[config.mk]
export PLATFORM = sky130hd
export DESIGN_NAME = swta_ram
export DESIGN_NICKNAME = d
export VERILOG_FILES = /design/src/rtl/core/swta_ram.sv
export SDC_FILE = /design/constraint.sdc
export NUM_CORES = 1
export LEC_CHECK = 0
export ABC_AREA = 1
export BUFFER_PORTS_ARGS = -buffer_cell sky130_fd_sc_hd__buf_4
export CAP_MARGIN = 20
export CORE_ASPECT_RATIO = 1.75
export CORE_MARGIN = 5
export CORE_UTILIZATION = 33
export CTS_BUF_LIST = sky130_fd_sc_hd__clkbuf_4 sky130_fd_sc_hd__clkbuf_8
export CTS_CLUSTER_DIAMETER = 50
export DETAILED_ROUTE_END_ITERATION = 10
export PLACE_DENSITY = 0.44
export SLEW_MARGIN = 20
export SYNTH_ARGS = -nofsm -noshare
export SYNTH_HDL_FRONTEND = slang
export SYNTH_SLANG_ARGS = --single-unit
[constraint.sdc]
create_clock -name clk -period 3.58 [get_ports clk]
set_input_delay 0.716 -clock clk [delete_from_list [all_inputs] [get_ports clk]]
set_output_delay 0.716 -clock clk [all_outputs]
set_load 0.01 [all_outputs]
[src/rtl/core/swta_ram.sv]
module swta_ram #(
	parameter int WIDTH = 8,
	parameter int DEPTH = 16,
	localparam int AW = (DEPTH > 1) ? $clog2(DEPTH) : 1
) (
	input  logic             clk,
	input  logic             we,
	input  logic [AW-1:0]    waddr,
	input  logic [WIDTH-1:0] wdata,
	input  logic [AW-1:0]    raddr,
	output logic [WIDTH-1:0] rdata
);

	logic [WIDTH-1:0] mem [DEPTH];
	logic [WIDTH-1:0] rdata_q;

	// one write port, one registered read port
	always_ff @(posedge clk) begin
		if (we) begin
			mem[waddr] <= wdata;
		end
		rdata_q <= mem[raddr];
	end

	assign rdata = rdata_q;

endmodule

After elaboration in Yosys (flattened, before gate mapping)

Memory sizes are Yosys's and may differ from the RTL's. A register that Yosys moved wholly into a read port is not among the register bits.
Cells that the tools add are included.

Bits in registers: 0
RAM bits: 128
Output and inout bits: 8
Logic and storage cells: 3
Memories kept: 1

Memories:

| name | depth | bits a word | read ports | clocked after memory_dff | wr ports | line | RTL |
|---|---|---|---|---|---|---|---|
| mem  | 16    | 8           | 1          | 1                        | 1        | 14   | `logic [WIDTH-1:0] mem [DEPTH];` |

Multiplexer cells: 2

Operators by type and width:

| kind              | number |
|---|---|
| two-way mux 1 bit | 2 |

Depth between registers and ports, before layout

Gate-level depths: netlist (run 1).

Depth after elaboration: 2
Gate-level depth with buffers: 8
Mapped depth without buffers: 7

Least setup slack after synthesis (run 1)

Ideal clock, no wire load.

Kind: in2reg
Start point: input waddr[2]
End point: memory mem[10][0] (enable)
Arrival time: 1.297 ns
Required time: 3.210 ns
Setup slack: 1.913 ns
Stages: 2
Cells stage by stage: nand3b_1 nor2_1

RTL lines:

| element     | line | RTL |
|---|---|---|
| from (decl) | 8    | `input logic [AW-1:0] waddr,` |
| to (decl)   | 14   |  |

No word-level cell before the write port.

==> out/qor.txt, run 1 <==
Status: completed
Slew Viols, Final: 0
Register share of total power: 53.9%
CTS Buf Count: 17
Final setup viols: 0
Setup TNS: 0 ns
Setup WS pre-CTS: 1.03 ns
Worst path top cell family by delay: simple AND/OR/NAND/NOR gates
Post-route setup slack: 1.62 ns
DPL Wire Length: 8830 um
Final hold violations: 0
Most common cell after layout, fill and taps aside: nand2_1
Die X: 110 um
Pint: 0.00253 W
N_diodes: 0
Slew @ Worst Pin: 0.923 ns
Period utilization: 54.8%
Nets: 592
Synth Instances: 551
Leakage: 2.74 nW
Area of the core: 17400 um2
Synthesized area per cell: 10.5 um2
Max Root-Sink Buffers: 2
Area Growth Syn to Fin: 12.9%
Crit path top cell by count: nand3_1
Row cnt: 64
Flops & latches, synth: 136
Post-synth cell types: 12
Wirelength, routed: 14000 um
CTS tree: done
GRT Total Usage: 15.0%
DRC viols: 0
Router iterations before antenna repair: 4
Final setup skew: 0.0169 ns
Clk slew on worst S/H paths: 0.09 ns
CP required: 3.96 ns
Share of layout cells above drive strength 1: 10.6%
I/O pin count: 26
H-Tree Level Count: 4
Vias in the first global route: 3640
Sw frac: 23.6%
Crit path DAT: 2.34 ns
Max Cap Viol: 0
Chip Height: 185 um
Fillers: 1746
Antenna violations before repair: 0
Congestion Overflow GR: 0
Per-cell routed wire length: 17.2 um
Crit path buf inv count: 2
Sequential fraction of the synthesis area: 69.4%
CTS root buf: clkbuf_8
PD cells: 509 nW/um2
CTS Hold Bufs: 0
Worst setup SP type: input pin
Die footprint: 20300 um2
F_max: 510 MHz
Hold Crit Class: in -> reg
Period minus WS final: 1.96 ns
Logic pwr share: 6.8%
First-pass GRT wire length: 21500 um
Placed Cells: 786
Rel. slew slack: 38.4%
Starting DRT DRC Count: 132
Via density per instance: 4.47
Post-CTS Setup Bufs: 0
Vias post-DR: 3658
Most frequent cells in the layout: nand2_1, edfxtp_1, inv_1, nand3_1, buf_4
Initial Util: 33.2%
Critical path class: in -> reg
Skew-Pair Late Insertion Delay: 0.45 ns
RSZ-0062 raised after global routing: no
I/O Buffers: 25
Max stage delay on crit path: 0.67 ns
Fin cells: 818
Post-CTS sizing: 0
Peak VDD IR: 0.000234 V
Cell area after layout: 6510 um2
Largest net degree at the start of global routing: 65
Gpl congestion: 0.785
Clk pwr share: 39.2%
Crit Path Max Fanout: 62
Sw Pwr: 0.000782 W
Post-Syn Area: 5770 um2
Worst path cell trace: buf_4 -> clkinv_2 -> nand2_1 -> nand3_1 -> nand3_1 -> nand3_1 -> nand2_1
Clk sink count: 136
Total number of yosys warnings: 0
Placed Instance Area: 6100 um2
CP Capture Type: flip-flop
Post-route ant nets: 0
Critical path's slowest cell: clkinv_2
Mapped Nets: 569
==> state kept, by name (all words and copies together) (netlist names) <==
name / cells
rdata: 8
mem: 128
==> per-stage QoR <==
stage	util (%)	total power [W]	hold WS (ns)
detailed placement	35.1	0.00206	0.650
floorplan	-	0.00195	0.607
global route	37.5	0.00346	0.576
CTS	37.5	0.00336	0.565
finish	37.5	0.00332	0.591
global placement	35.1	0.00206	0.630
==> routing by layer <==
metal / GRT usage [%] / vias up / routed length [um]
met2: 26.0 / 87 / 7550
met1: 17.2 / 1735 / 5460
met3: 3.28 / 19 / 538
met4: 7.34 / 0 / 484
met5: 0 / - / 0
li1: - / 1817 / -
==> layout make-up <==
| type | count | area, um2 | area share (%) |
|---|---|---|---|
| Timing Repair Buffer | 28 | 210 | 3.23 |
| Sequential cell | 136 | 4000 | 61.5 |
| Inverter | 102 | 384 | 5.90 |
| Clock inverter | 15 | 178 | 2.73 |
| Clock buffer | 17 | 234 | 3.59 |
| Multi-Input combinational cell | 289 | 1210 | 18.6 |
| Tap cell | 231 | 289 | 4.44 |
==> power groups by stage <==
stage	sequential, W	clock (W)	combinational [W]
6_report	0.00179	0.00130	0.000227
5_1_grt	0.00179	0.00141	0.000254
4_1_cts	0.00179	0.00133	0.000235
3_5_place_dp	0.00182	0	0.000234
3_3_place_gp	0.00182	0	0.000233
2_1_floorplan	0.00183	0	0.000126
==> synth_stat cells <==
master    count  area [um2]
nor2_1       17        63.8
inv_2         2        7.51
buf_4         4        30.0
inv_1       100         375
nand2_1     173         649
buf_6         6        67.6
buf_1         1        3.75
buf_2        13        65.1
nand3_1      97         485
edfxtp_1    128        3840
nand3b_1      2        15.0
dfxtp_1       8         160
==> cell families after synthesis <==
group | Yosys count | share of synthesized area [%]
buffers and inverters | 126 | 9.52
DFF | 136 | 69.4
and+or+nand+nor | 289 | 21.0
==> final timing paths <==
kind | startpoint | to | slack [ns] | cells after the start
worst max register to register | mem[12][0] | rdata[0] | 2.44 | 6
worst min-delay path | raddr[3] | rdata[5] | 0.59 | 3
worst min register to register | mem[10][7] | rdata[7] | 0.67 | 6
worst max-delay path | raddr[0] | rdata[0] | 1.62 | 7
==> worst min-delay path, cell delays in order <==
cell and delay [ns]:
buf_4 0.16, nand3_1 0.09, nand2_1 0.05
Power figures use the tool's default switching activity.
==> run 2, diff against run 1 <==
ABC_AREA = 0   (was 1)
PLACE_DENSITY = 0.46   (was 0.44)
clock period = 1.7 ns   (was 3.58 ns; I/O delays follow)
==> run 2 against run 1 <==
- final area down 5.3%
- sequential power rose by 110%
- highest routed layer unchanged
- non-clock buffer count is 27 higher
- sequential cell count stayed put
- area after synthesis shrank 11%
==> out/qor.txt, run 2 <==
Sw frac: 21.3%
Setup TNS: 0 ns
M1 WL: 3980 um
PD cells: 1120 nW/um2
Synthesized area per cell: 22.5 um2
CTS tree: done
EDFF count, synth: 128
Fillers: 1365
Post-synth cell types: 19
R2r setup slk: 0.32 ns
Flops & latches, synth: 136
Worst R2R Path Depth: 3
Post-Syn Area: 5150 um2
Slew Viols, Final: 0
Largest Register: mem
DPL Wire Length: 7750 um
Critical path class: in -> reg
Post-route ant nets: 0
Share of layout cells above drive strength 1: 35.0%
Gpl congestion: 0.788
Crit path DAT: 1.71 ns
Depth of the worst hold-timing path: 1
Most common cell in the netlist: edfxtp_1
Peak VDD IR: 0.000453 V
Clk sink count: 136
Period utilization: 81.7%
Sw Pwr: 0.00147 W
Die X: 104 um
CTS root buf: clkbuf_8
Nets: 311
Clk slew on worst S/H paths: 0.08 ns
Period minus WS final: 1.39 ns
CP required: 2.02 ns
Top Layer Used: met4
Largest net degree at the start of global routing: 17
Top-area cell type share of the netlist area: 74.7%
Congestion Overflow GR: 0
Leakage: 2.09 nW
Max reg flops: 128
Util after Layout: 40.1%
Power Total: 0.00691 W
Hold Crit Class: in -> reg
Sequential cell area: 4000 um2
Starting DRT DRC Count: 121
H-Tree Level Count: 4
I/O pin count: 26
Max Root-Sink Buffers: 2
Endpoint, Worst Hold: mem[4][7]
Register share of total power: 54.6%
Area of the core: 15400 um2
Initial Util: 33.4%
Wirelength, routed: 10900 um
Max Cap Viol: 0
Vias in the first global route: 2699
Met2 WL post-DR: 6390 um
Most frequent cells in the layout: edfxtp_1, buf_4, mux4_2, clkbuf_8, a22oi_1
R2R Path Start: mem[2][1]
Crit Path Max Fanout: 10
GRT Total Usage: 12.5%
CTS Hold Bufs: 0
CP Capture Type: flip-flop
DRC viols: 0
N_diodes: 0
Post-CTS sizing: 0
Hold wc startpoint: wdata[7]
Logic pwr share: 5.7%
Met3 wire len: 341 um
Router iterations before antenna repair: 4
First-pass GRT wire length: 16300 um
Per-cell routed wire length: 22.2 um
Synth Instances: 229
Total number of yosys warnings: 0
Antenna violations before repair: 0
I/O Buffers: 25
Skew-Pair Late Insertion Delay: 0.43 ns
Pint: 0.00543 W
Final setup skew: 0.0132 ns
RSZ-0062 raised after global routing: no
Row cnt: 60
Synth top area cells: edfxtp_1, mux4_2, mux4_1
Mapped Nets: 247
Area Growth Syn to Fin: 19.9%
Multi-input logic area: 1060 um2
Clk pwr share: 39.7%
Die footprint: 18300 um2
F_max: 720 MHz
Rel. slew slack: 49.4%
Worst setup SP type: input pin
Most common cell after layout, fill and taps aside: edfxtp_1
Sequential fraction of the synthesis area: 77.8%
Post-synth top cells: edfxtp_1, mux4_2, a22oi_1, mux4_1, nor2_1
R2r endpoint: rdata[1]
Chip Height: 175 um
Via density per instance: 5.00
Status: completed
Post-CTS Setup Bufs: 0
CTS Buf Count: 17
Vias post-DR: 2459
Final setup viols: 0
Final hold violations: 0
Area leader, netlist: edfxtp_1
Slew @ Worst Pin: 0.758 ns
Ys async rst share: 0%
Top FF cell, synth: edfxtp_1
==> run 2: cell families after synthesis <==
| logic type | after synthesis | share of synthesized area [%] |
|---|---|---|
| buffers and inverters | 10 | 1.68 |
| DFF | 136 | 77.8 |
| and+or+nand+nor | 35 | 3.18 |
| muxes | 32 | 15.0 |
| AOI/OAI and AO/OA | 16 | 2.33 |
==> run 2: how the worst max path moves through the flow <==
stage	startpoint	end	slack (ns)	cells past startpoint
floorplan	waddr[2]	mem[3][0]	0.09	2
global placement	raddr[0]	rdata[1]	-0.16	5
detailed placement	raddr[0]	rdata[1]	-0.16	5
CTS	mem[2][1]	rdata[1]	0.30	3
global route	mem[1][1]	rdata[1]	0.21	3
finish	raddr[0]	rdata[1]	0.31	5
==> run 2: per-layer routing <==
layer	vias to the layer above	track usage [%]
met4	0	5.24
li1	1103	-
met5	-	0
met1	1283	13.2
met3	11	3.22
met2	62	23.2
==> run 2: power groups by stage <==
| stage | registers, W | logic (W) | clock network, W |
|---|---|---|---|
| after floorplan | 0.00384 | 0.000191 | 0 |
| after global placement | 0.00385 | 0.000406 | 0 |
| after detailed placement | 0.00385 | 0.000411 | 0 |
| after CTS | 0.00377 | 0.000411 | 0.00281 |
| after global routing | 0.00377 | 0.000433 | 0.00297 |
| final | 0.00377 | 0.000397 | 0.00274 |
==> run 2: critical path, cell delays in order <==
cell and delay [ns]:
buf_4 0.22, buf_4 0.19, mux4_1 0.56, a22oi_1 0.30, nand2_1 0.09
==> run 2: area by class of cell <==
type | count | share of cell area [%]
timing repair buffer | 55 | 7.30
tap | 186 | 3.77
clock buffer | 19 | 4.04
clock inverter | 13 | 2.78
sequential | 136 | 64.9
multi-input combinational | 83 | 17.2
==> run 2: through the flow <==
step | cells | hold slack (ns) | instance area, um2 | worst slack (ns)
finish | 492 | 0.216 | 6170 | 0.310
global route | 492 | 0.195 | 6170 | 0.215
CTS | 492 | 0.198 | 6170 | 0.299
detailed placement | 460 | 0.665 | 5750 | -0.158
global placement | 460 | 0.651 | 5750 | -0.164
floorplan | 229 | 0.439 | 5150 | 0.0939
